$ cat src/design/matrix_determinant_core_defines.svh
// assertion macros of the matrix determinant core
// expects signals named clk and rst in the scope where a macro is used
`ifndef MATRIX_DETERMINANT_CORE_DEFINES_SVH
`define MATRIX_DETERMINANT_CORE_DEFINES_SVH

// consequent checked in the same cycle as the antecedent
`define MDC_ASSERT_NOW(label, ante, cons, msg) \
  label: assert property (@(posedge clk) disable iff (rst) (ante) |-> (cons)) else $error(msg);

// consequent checked in the cycle after the antecedent
`define MDC_ASSERT_NEXT(label, ante, cons, msg) \
  label: assert property (@(posedge clk) disable iff (rst) (ante) |=> (cons)) else $error(msg);

`endif

$ cat src/design/mdc_pkg.sv
// shared types, constants and the permutation table of the matrix determinant core
// no dependencies
package mdc_pkg;

  localparam int ORDER_W   = 3;
  localparam int COUNT_W   = 5;
  localparam int TERM_W    = 5;
  localparam int ELEM_W    = 16;
  localparam int DET_W     = 64;

  localparam logic [ORDER_W-1:0] ORDER_RESET = 3'd4;

  localparam logic [DET_W-1:0] DET_MAX = {1'b0, {(DET_W-1){1'b1}}};
  localparam logic [DET_W-1:0] DET_MIN = {1'b1, {(DET_W-1){1'b0}}};

  // phase of a term = row whose element is being read
  localparam logic [1:0] PH_ROW0 = 2'd0;
  localparam logic [1:0] PH_ROW1 = 2'd1;
  localparam logic [1:0] PH_ROW2 = 2'd2;
  localparam logic [1:0] PH_ROW3 = 2'd3;

  typedef struct packed {
    logic            neg;
    logic [3:0][1:0] col;
  } perm_t;

  typedef struct packed {
    logic [1:0] phase;
    logic       cur;
    logic       prev;
    logic       clr;
    logic       neg;
    logic       pad;
    logic       done;
  } mdc_ctl_t;

  function automatic perm_t mk_perm(logic neg, logic [1:0] c0, logic [1:0] c1,
                                    logic [1:0] c2, logic [1:0] c3);
    perm_t p;
    p.neg = neg;
    p.col = {c3, c2, c1, c0};
    return p;
  endfunction

  // the first k! entries permute columns 0..k-1 and leave the rest in place
  function automatic perm_t perm_lookup(logic [TERM_W-1:0] t);
    perm_t p;
    case (t)
      5'd0:    p = mk_perm(1'b0, 2'd0, 2'd1, 2'd2, 2'd3);
      5'd1:    p = mk_perm(1'b1, 2'd1, 2'd0, 2'd2, 2'd3);
      5'd2:    p = mk_perm(1'b1, 2'd0, 2'd2, 2'd1, 2'd3);
      5'd3:    p = mk_perm(1'b0, 2'd1, 2'd2, 2'd0, 2'd3);
      5'd4:    p = mk_perm(1'b1, 2'd2, 2'd1, 2'd0, 2'd3);
      5'd5:    p = mk_perm(1'b0, 2'd2, 2'd0, 2'd1, 2'd3);
      5'd6:    p = mk_perm(1'b1, 2'd0, 2'd1, 2'd3, 2'd2);
      5'd7:    p = mk_perm(1'b0, 2'd1, 2'd0, 2'd3, 2'd2);
      5'd8:    p = mk_perm(1'b0, 2'd0, 2'd2, 2'd3, 2'd1);
      5'd9:    p = mk_perm(1'b1, 2'd1, 2'd2, 2'd3, 2'd0);
      5'd10:   p = mk_perm(1'b0, 2'd2, 2'd1, 2'd3, 2'd0);
      5'd11:   p = mk_perm(1'b1, 2'd2, 2'd0, 2'd3, 2'd1);
      5'd12:   p = mk_perm(1'b1, 2'd0, 2'd3, 2'd2, 2'd1);
      5'd13:   p = mk_perm(1'b0, 2'd1, 2'd3, 2'd2, 2'd0);
      5'd14:   p = mk_perm(1'b0, 2'd0, 2'd3, 2'd1, 2'd2);
      5'd15:   p = mk_perm(1'b1, 2'd1, 2'd3, 2'd0, 2'd2);
      5'd16:   p = mk_perm(1'b0, 2'd2, 2'd3, 2'd0, 2'd1);
      5'd17:   p = mk_perm(1'b1, 2'd2, 2'd3, 2'd1, 2'd0);
      5'd18:   p = mk_perm(1'b1, 2'd3, 2'd1, 2'd2, 2'd0);
      5'd19:   p = mk_perm(1'b0, 2'd3, 2'd0, 2'd2, 2'd1);
      5'd20:   p = mk_perm(1'b0, 2'd3, 2'd2, 2'd1, 2'd0);
      5'd21:   p = mk_perm(1'b1, 2'd3, 2'd2, 2'd0, 2'd1);
      5'd22:   p = mk_perm(1'b0, 2'd3, 2'd1, 2'd0, 2'd2);
      5'd23:   p = mk_perm(1'b1, 2'd3, 2'd0, 2'd1, 2'd2);
      default: p = mk_perm(1'b0, 2'd0, 2'd1, 2'd2, 2'd3);
    endcase
    return p;
  endfunction

  // index of the last permutation term, n! - 1
  function automatic logic [TERM_W-1:0] last_term(logic [ORDER_W-1:0] n);
    logic [TERM_W-1:0] v;
    case (n)
      3'd2:    v = 5'd1;
      3'd3:    v = 5'd5;
      3'd4:    v = 5'd23;
      default: v = 5'd0;
    endcase
    return v;
  endfunction

endpackage

$ cat src/design/matrix_determinant_core.sv
// top level of the matrix determinant core: element store, sequencer and datapath
// depends on mdc_pkg, mdc_store, mdc_ctrl and mdc_datapath
//
//   channel   handshake              payload
//   cfg       cfg_we                 cfg_wdata (matrix order)
//   in        in_valid / in_stall    element_value, row-major
//   out       out_valid / out_stall  determinant, overflow
//
// loading takes one element per cycle while in_stall is low, n*n elements for an order-n matrix
// then the sequencer steps through phases PH_ROW0 to PH_ROW3 of every permutation term, at most one store read
// and one pass through the shared 32x32 multiplier per cycle; input is stalled then
// the result sits in an output register; the next matrix may load while it waits
// synchronous reset sets the order to 4 and empties the load count, store contents stay
module matrix_determinant_core #(
  parameter int MAX_ORDER    = 4,
  parameter int ELEMENT_BITS = 16
) (
  input  logic                              clk,
  input  logic                              rst,
  input  logic                              cfg_we,
  input  logic [mdc_pkg::ORDER_W-1:0]       cfg_wdata,
  input  logic                              in_valid,
  output logic                              in_stall,
  input  logic signed [mdc_pkg::ELEM_W-1:0] element_value,
  output logic                              out_valid,
  input  logic                              out_stall,
  output logic signed [mdc_pkg::DET_W-1:0]  determinant,
  output logic                              overflow
);

  import mdc_pkg::*;

  localparam int DEPTH  = MAX_ORDER * MAX_ORDER;
  localparam int ADDR_W = $clog2(DEPTH);

  logic                    wr_en;
  logic [ADDR_W-1:0]       wr_addr;
  logic                    rd_en;
  logic [ADDR_W-1:0]       rd_addr;
  logic [ELEMENT_BITS-1:0] rd_data;
  mdc_ctl_t                ctl;

  mdc_store #(
    .DEPTH  (DEPTH),
    .ADDR_W (ADDR_W),
    .DATA_W (ELEMENT_BITS)
  ) u_store (
    .clk     (clk),
    .wr_en   (wr_en),
    .wr_addr (wr_addr),
    .wr_data (element_value[ELEMENT_BITS-1:0]),
    .rd_en   (rd_en),
    .rd_addr (rd_addr),
    .rd_data (rd_data)
  );

  mdc_ctrl #(
    .MAX_ORDER (MAX_ORDER),
    .ADDR_W    (ADDR_W)
  ) u_ctrl (
    .clk       (clk),
    .rst       (rst),
    .cfg_we    (cfg_we),
    .cfg_wdata (cfg_wdata),
    .in_valid  (in_valid),
    .in_stall  (in_stall),
    .out_valid (out_valid),
    .out_stall (out_stall),
    .wr_en     (wr_en),
    .wr_addr   (wr_addr),
    .rd_en     (rd_en),
    .rd_addr   (rd_addr),
    .ctl       (ctl)
  );

  mdc_datapath #(
    .ELEMENT_BITS (ELEMENT_BITS)
  ) u_datapath (
    .clk         (clk),
    .ctl         (ctl),
    .rd_data     (rd_data),
    .determinant (determinant),
    .overflow    (overflow)
  );

endmodule

$ cat src/design/mdc_store.sv
// element store of the matrix determinant core
// one write port, one read port with registered read data, no dependencies
module mdc_store #(
  parameter int DEPTH  = 16,
  parameter int ADDR_W = 4,
  parameter int DATA_W = 16
) (
  input  logic              clk,
  input  logic              wr_en,
  input  logic [ADDR_W-1:0] wr_addr,
  input  logic [DATA_W-1:0] wr_data,
  input  logic              rd_en,
  input  logic [ADDR_W-1:0] rd_addr,
  output logic [DATA_W-1:0] rd_data
);

  logic [DATA_W-1:0] mem [DEPTH];

  always_ff @(posedge clk) begin
    if (wr_en) begin
      mem[wr_addr] <= wr_data;
    end
    if (rd_en) begin
      rd_data <= mem[rd_addr];
    end
  end

endmodule

$ cat src/design/mdc_ctrl.sv
// load counter, order register and term sequencer of the matrix determinant core
// depends on mdc_pkg and matrix_determinant_core_defines.svh
`include "matrix_determinant_core_defines.svh"

module mdc_ctrl #(
  parameter int MAX_ORDER = 4,
  parameter int ADDR_W    = 4
) (
  input  logic                         clk,
  input  logic                         rst,
  input  logic                         cfg_we,
  input  logic [mdc_pkg::ORDER_W-1:0]  cfg_wdata,
  input  logic                         in_valid,
  output logic                         in_stall,
  output logic                         out_valid,
  input  logic                         out_stall,
  output logic                         wr_en,
  output logic [ADDR_W-1:0]            wr_addr,
  output logic                         rd_en,
  output logic [ADDR_W-1:0]            rd_addr,
  output mdc_pkg::mdc_ctl_t            ctl
);

  import mdc_pkg::*;

  localparam logic [1:0] ST_LOAD  = 2'd0;
  localparam logic [1:0] ST_RUN   = 2'd1;
  localparam logic [1:0] ST_FLUSH = 2'd2;
  localparam logic [1:0] ST_DONE  = 2'd3;

  localparam logic [ORDER_W-1:0] MAX_N = ORDER_W'(MAX_ORDER);

  logic [1:0]         state, state_next;
  logic [ORDER_W-1:0] order;
  logic [ORDER_W-1:0] n;
  logic [COUNT_W-1:0] load_count;
  logic [COUNT_W-1:0] total;
  logic [COUNT_W-1:0] idx;
  logic [TERM_W-1:0]  term;
  logic [TERM_W-1:0]  last;
  logic [1:0]         phase;
  logic               pad_d;
  logic               in_accept;
  logic               row_pad;
  logic               done;
  logic               load_last;
  perm_t              perm;

  always_comb begin
    if (order == '0) begin
      n = ORDER_W'(1);
    end else if (order > MAX_N) begin
      n = MAX_N;
    end else begin
      n = order;
    end
  end

  assign total     = COUNT_W'(n) * COUNT_W'(n);
  assign last      = last_term(n);
  assign in_stall  = (state != ST_LOAD) | cfg_we;
  assign in_accept = in_valid & ~in_stall;
  assign load_last = load_count == (total - COUNT_W'(1));
  assign wr_en     = in_accept;
  assign wr_addr   = load_count[ADDR_W-1:0];

  // row r of term t sits at r*n + perm(t, r); rows at or past n read as one
  assign perm    = perm_lookup(term);
  assign idx     = COUNT_W'(phase) * COUNT_W'(n) + COUNT_W'(perm.col[phase]);
  assign row_pad = ORDER_W'(phase) >= n;
  assign rd_en   = (state == ST_RUN) & ~row_pad;
  assign rd_addr = idx[ADDR_W-1:0];

  assign done = (state == ST_DONE) & (~out_valid | ~out_stall);

  always_comb begin
    state_next = state;
    case (state)
      ST_LOAD: begin
        if (in_accept && load_last) state_next = ST_RUN;
      end
      ST_RUN: begin
        if (phase == PH_ROW3 && term == last) state_next = ST_FLUSH;
      end
      ST_FLUSH: begin
        if (phase == PH_ROW2) state_next = ST_DONE;
      end
      ST_DONE: begin
        if (done) state_next = ST_LOAD;
      end
      default: state_next = ST_LOAD;
    endcase
  end

  always_ff @(posedge clk) begin
    if (rst) begin
      state      <= ST_LOAD;
      order      <= ORDER_RESET;
      load_count <= '0;
      term       <= '0;
      phase      <= PH_ROW0;
      pad_d      <= 1'b1;
      out_valid  <= 1'b0;
    end else begin
      state <= state_next;
      if (cfg_we) begin
        order      <= cfg_wdata;
        load_count <= '0;
      end else if (in_accept) begin
        load_count <= load_last ? '0 : load_count + COUNT_W'(1);
      end
      if (state == ST_RUN || state == ST_FLUSH) begin
        phase <= phase + 2'd1;
      end else begin
        phase <= PH_ROW0;
      end
      if (state == ST_LOAD) begin
        term <= '0;
      end else if (state == ST_RUN && phase == PH_ROW3) begin
        term <= term + TERM_W'(1);
      end
      pad_d     <= row_pad | (state != ST_RUN);
      out_valid <= done | (out_valid & out_stall);
    end
  end

  // the product pipeline trails the reads: a term finishes in phase PH_ROW2 of the next term or of the flush
  always_comb begin
    ctl.phase = phase;
    ctl.cur   = state == ST_RUN;
    ctl.prev  = (state == ST_RUN && term != '0) || state == ST_FLUSH;
    ctl.clr   = state == ST_RUN && term == '0 && phase == PH_ROW0;
    ctl.neg   = perm.neg;
    ctl.pad   = pad_d;
    ctl.done  = done;
  end

  `MDC_ASSERT_NOW(a_count_bound, state == ST_LOAD, load_count < total, "load count past matrix size")
  `MDC_ASSERT_NOW(a_term_bound, state == ST_RUN, term <= last, "term index past last permutation")
  `MDC_ASSERT_NEXT(a_run_after_last, in_accept && load_last, state == ST_RUN, "no run after last element")
  `MDC_ASSERT_NOW(a_result_from_done, $rose(out_valid), $past(state) == ST_DONE, "result without run")

endmodule

$ cat src/design/mdc_datapath.sv
// shared multiplier, exact accumulator and saturating output register
// depends on mdc_pkg
module mdc_datapath #(
  parameter int ELEMENT_BITS = 16
) (
  input  logic                              clk,
  input  mdc_pkg::mdc_ctl_t                 ctl,
  input  logic [ELEMENT_BITS-1:0]           rd_data,
  output logic signed [mdc_pkg::DET_W-1:0]  determinant,
  output logic                              overflow
);

  import mdc_pkg::*;

  localparam int EB    = ELEMENT_BITS;
  localparam int PW    = 2 * EB;
  localparam int FW    = 4 * EB;
  localparam int ACC_W = FW + TERM_W;
  localparam int EXT_W = (ACC_W > DET_W) ? ACC_W : DET_W + 1;

  logic signed [EB-1:0]     e;
  logic signed [EB-1:0]     x0, x2;
  logic signed [PW-1:0]     q01, q23;
  logic signed [PW-1:0]     mul_a, mul_b;
  logic signed [FW-1:0]     mul_p;
  logic signed [FW-1:0]     fp;
  logic                     fneg, neg_d;
  logic signed [ACC_W-1:0]  acc;
  logic signed [ACC_W-1:0]  term_ext;
  logic signed [EXT_W-1:0]  acc_ext;
  logic [EXT_W-DET_W:0]     top_bits;
  logic                     fits;

  assign e = ctl.pad ? EB'(1) : rd_data;

  // one multiplier shared by the three products of a term
  always_comb begin
    case (ctl.phase)
      PH_ROW0: begin
        mul_a = PW'(x2);
        mul_b = PW'(e);
      end
      PH_ROW1: begin
        mul_a = q01;
        mul_b = q23;
      end
      default: begin
        mul_a = PW'(x0);
        mul_b = PW'(e);
      end
    endcase
  end

  assign mul_p    = FW'(mul_a) * FW'(mul_b);
  assign term_ext = ACC_W'(fp);

  always_ff @(posedge clk) begin
    if (ctl.clr) begin
      acc <= '0;
    end
    case (ctl.phase)
      PH_ROW0: begin
        if (ctl.prev) q23 <= mul_p[PW-1:0];
      end
      PH_ROW1: begin
        if (ctl.cur) x0 <= e;
        if (ctl.prev) begin
          fp   <= mul_p;
          fneg <= neg_d;
        end
      end
      PH_ROW2: begin
        if (ctl.cur) q01 <= mul_p[PW-1:0];
        if (ctl.prev) acc <= fneg ? acc - term_ext : acc + term_ext;
      end
      PH_ROW3: begin
        if (ctl.cur) begin
          x2    <= e;
          neg_d <= ctl.neg;
        end
      end
      default: ;
    endcase
  end

  // value fits when every bit from bit 63 upward equals the sign
  assign acc_ext  = EXT_W'(acc);
  assign top_bits = acc_ext[EXT_W-1:DET_W-1];
  assign fits     = (&top_bits) | ~(|top_bits);

  always_ff @(posedge clk) begin
    if (ctl.done) begin
      if (fits) begin
        determinant <= acc_ext[DET_W-1:0];
      end else begin
        determinant <= acc_ext[EXT_W-1] ? DET_MIN : DET_MAX;
      end
      overflow <= ~fits;
    end
  end

endmodule
$ cat config.mk
export PLATFORM = sky130hd
export DESIGN_NAME = matrix_determinant_core
export DESIGN_NICKNAME = d
export VERILOG_FILES = /design/src/design/mdc_pkg.sv /design/src/design/matrix_determinant_core.sv /design/src/design/mdc_store.sv /design/src/design/mdc_ctrl.sv /design/src/design/mdc_datapath.sv
export VERILOG_INCLUDE_DIRS = /design/src /design/src/design
export SDC_FILE = /design/constraint.sdc
export NUM_CORES = 2
export LEC_CHECK = 0
export ABC_AREA = 1
export BUFFER_PORTS_ARGS = -buffer_cell sky130_fd_sc_hd__clkbuf_2
export CAP_MARGIN = 20
export CORE_MARGIN = 1.5
export CORE_UTILIZATION = 48
export CTS_BUF_LIST = sky130_fd_sc_hd__clkbuf_8
export DETAILED_ROUTE_END_ITERATION = 7
export PLACE_DENSITY = 0.64
export SYNTH_ARGS = -nofsm -noshare
export SYNTH_HDL_FRONTEND = slang
export SYNTH_SLANG_ARGS = --single-unit
$ cat constraint.sdc
create_clock -name clk -period 10.79 [get_ports clk]
set_clock_uncertainty 0.15 [all_clocks]
set_input_delay 1.6185 -clock clk [delete_from_list [all_inputs] [get_ports clk]]
set_output_delay 1.6185 -clock clk [all_outputs]
set_load 0.01 [all_outputs]
==> impl_metrics.toml <==
[job]
maxCapViolCount = 0

[detailed_routing]
drt_iter0_drc = 5078
dr.pass1.iters = 8
drc = 0
vias = 53000
postRouteAntennaNets = 0
routed_wl_um = 225000
drt-wirelength-per-cell_um = 23.6
avgViaCountPerCell = 5.57

[clock_network]
ctsHtreeMaxLevel = 3
clock-root-buffer = "clkbuf_8"
clock_path_buffers = 3
cts_hold_buf = 0
cts_sinks = 596
clkSlewWorstSetupHoldPaths_ns = 0.06
cts_inserted_buffers = 93
clock_insertion_delay_worst_skew_ns = 0.79
cts_tree = "built"

[setup_path]
critical_path_class = "reg -> reg"
rrSetupSlack_ns = 0.35
start_kind = "register"
cpMaxStageDelayCell = "o21ai_0"
endpoint_kind = "register"
crit_path_max_fanout = 34
crit_family = "adder cells"
cp_num_buf_inv = 12
critPathLaunch = "u_ctrl.phase[1]"
arrival_ns = 10.81
r2r-start = "u_ctrl.phase[1]"
critPathRequiredTime_ns = 11.15
crit_top_cell = "inv_1"
crit_path_max_incr_delay_ns = 1.01

[timing]
tightest_slew_ns = 1.25
rsz0062_at_grt = "no"
final.setup.tns_ns = 0
max_clock_freq_mhz = 95.8
min_period_ns = 10.44
hold_viol_final = 0
whs_ns = 0.277
setup_viol = 0
slew_viol_final = 0
relSlewSlack_pct = 15.7
period_share_pct = 96.8

[finish]
fin_nets = 9047
multi_input_area_um2 = 43200
area_growth_pct = 7.33
post-route-util_pct = 52.0
fillers = 13000
drive_above_1_share_pct = 6.63
ff_latch_area_um2 = 16900

[synthesis]
synth_area_per_cell_um2 = 8.81
synth_seq_cells = 596
synthArstFlopShare_pct = 0
synthFlopType = "edfxtp_1"
syn_nets = 8950
syn_area_um2 = 66600
synth_edf_count = 499
ys_types = 60
synthCells = 7554
synth_warnings = 0
yosysSeqAreaShare_pct = 25.4

[grt]
antenna_found_initial = 6
grt_pass1_wl_um = 340000
grtUsageTotal_pct = 32.4
grt-ovfl-total = 0
grt_pass1_vias = 54200
grt_max_degree = 71

[worst_hold_path]
hp-start = "u_ctrl.perm[8]"
hp-class = "reg -> reg"

[placement]
portBuffers = 90
dp_hpwl_um = 179000
place_congestion = 1.04

[die]
die_area_um2 = 141000
die_height_um = 375
io_pins = 91
row_count = 136
dieWidth_um = 375
core_area_um2 = 137000
start_util_pct = 48.4

[outcome]
outcome = "completed"
## layout by cell type, fill, tap and decap left out, drive strengths merged, types with 2 or more instances in the layout
master and n:
o21ai 350, o21a 11, xor2 102, a21o 8, nand3 230, dfxtp 97
inv 1471, a221o 14, o31ai 4, bufinv 3, a31o 2, nand3b 14
mux2i 28, fa 1085, nand4 39, nor4 25, a31oi 7, o32ai 36
nand2 1460, nor3 29, edfxtp 499, and3 3, o221ai 28, a21boi 5
or2 6, o211ai 11, diode 4, clkinv 36, buf 169, clkbuf 190
xnor2 36, nor2 1149, a21oi 254, o21bai 25, ha 287
## stage by stage
stage | area [um2] | cells | setup slack (ns)
floorplan | 66600 | 7554 | 2.11
global placement | 69600 | 9348 | 0.424
detailed placement | 69600 | 9349 | 0.435
CTS | 71400 | 9513 | 0.403
global route | 71400 | 9515 | 0.121
finish | 71400 | 9518 | 0.346
## area by class of cell
class / count / share of cell area [%]
Clock inverter: 64 / 0.629
Timing Repair Buffer: 259 / 2.47
Sequential cell: 596 / 23.7
Multi-Input combinational cell: 5254 / 60.5
Inverter: 1447 / 7.61
Tap cell: 1794 / 3.14
Antenna cell: 4 / 0.0140
Clock buffer: 100 / 1.93
## flip-flops by register name, summed over array words and instances (netlist names), 2 cells and up
name	count
u_store.mem	256
u_datapath.acc	69
u_datapath.determinant	64
u_datapath.fp	64
u_datapath.q01	32
u_datapath.q23	32
u_datapath.x0	16
u_datapath.x2	16
u_store.rd_data	16
u_ctrl.perm	9
u_ctrl.load_count	5
u_ctrl.term	5
u_ctrl.order	3
u_ctrl.phase	2
u_ctrl.state	2
## routing by layer
| layer | routed length [um] | global-route usage [%] |
|---|---|---|
| met1 | 94100 | 45.2 |
| met2 | 100000 | 50.2 |
| met3 | 21500 | 6.72 |
| met4 | 9090 | 11.3 |
| met5 | 38 | 0 |
## Yosys cell counts (10+ instances only)
cell	number	area share [%]
a21oi_1	242	1.8
a21oi_2	10	0.13
a221o_1	14	0.21
buf_2	128	0.96
clkbuf_1	117	0.66
dfxtp_1	97	2.9
edfxtp_1	499	23
fa_1	1085	33
ha_1	287	5.4
inv_1	1414	8.0
inv_2	26	0.15
mux2i_1	28	0.42
nand2_1	1456	8.2
nand3_1	227	1.7
nand3b_1	14	0.16
nand4_1	38	0.36
nor2_1	1137	6.4
nor3_1	28	0.21
nor4_1	23	0.22
o211ai_1	11	0.12
o21a_1	11	0.12
o21ai_0	301	2.3
o21ai_1	27	0.20
o21ai_2	22	0.29
o21bai_1	25	0.28
o221ai_1	28	0.37
o32ai_1	36	0.47
xnor2_1	36	0.47
xor2_1	102	1.3
## cells by family after synthesis
logic type	count (synthesis)	synth area share, %
muxes	28	0.421
and+or+nand+nor	2955	17.7
xor gates and xnor gates	138	1.82
buffers and inverters	1704	9.90
DFF	596	25.4
AOI/OAI and AO/OA	760	6.69
other	1	0.00563
adders and majority gates	1372	38.0
## final timing paths
kind | end | cells past startpoint
hold reg to reg | u_datapath.neg_d | 0
setup / recovery | u_datapath.q01[30] | 32
setup reg to reg | u_datapath.q01[30] | 32
hold / removal | u_datapath.neg_d | 0
## timing repair
action,in CTS,in global routing
gates resized for setup,0,1
buffers inserted,0,0
endpoints found under the setup margin,0,2
Power is not shown: default switching activity piles up to over one toggle a cycle in this logic, so the estimate is an artifact.
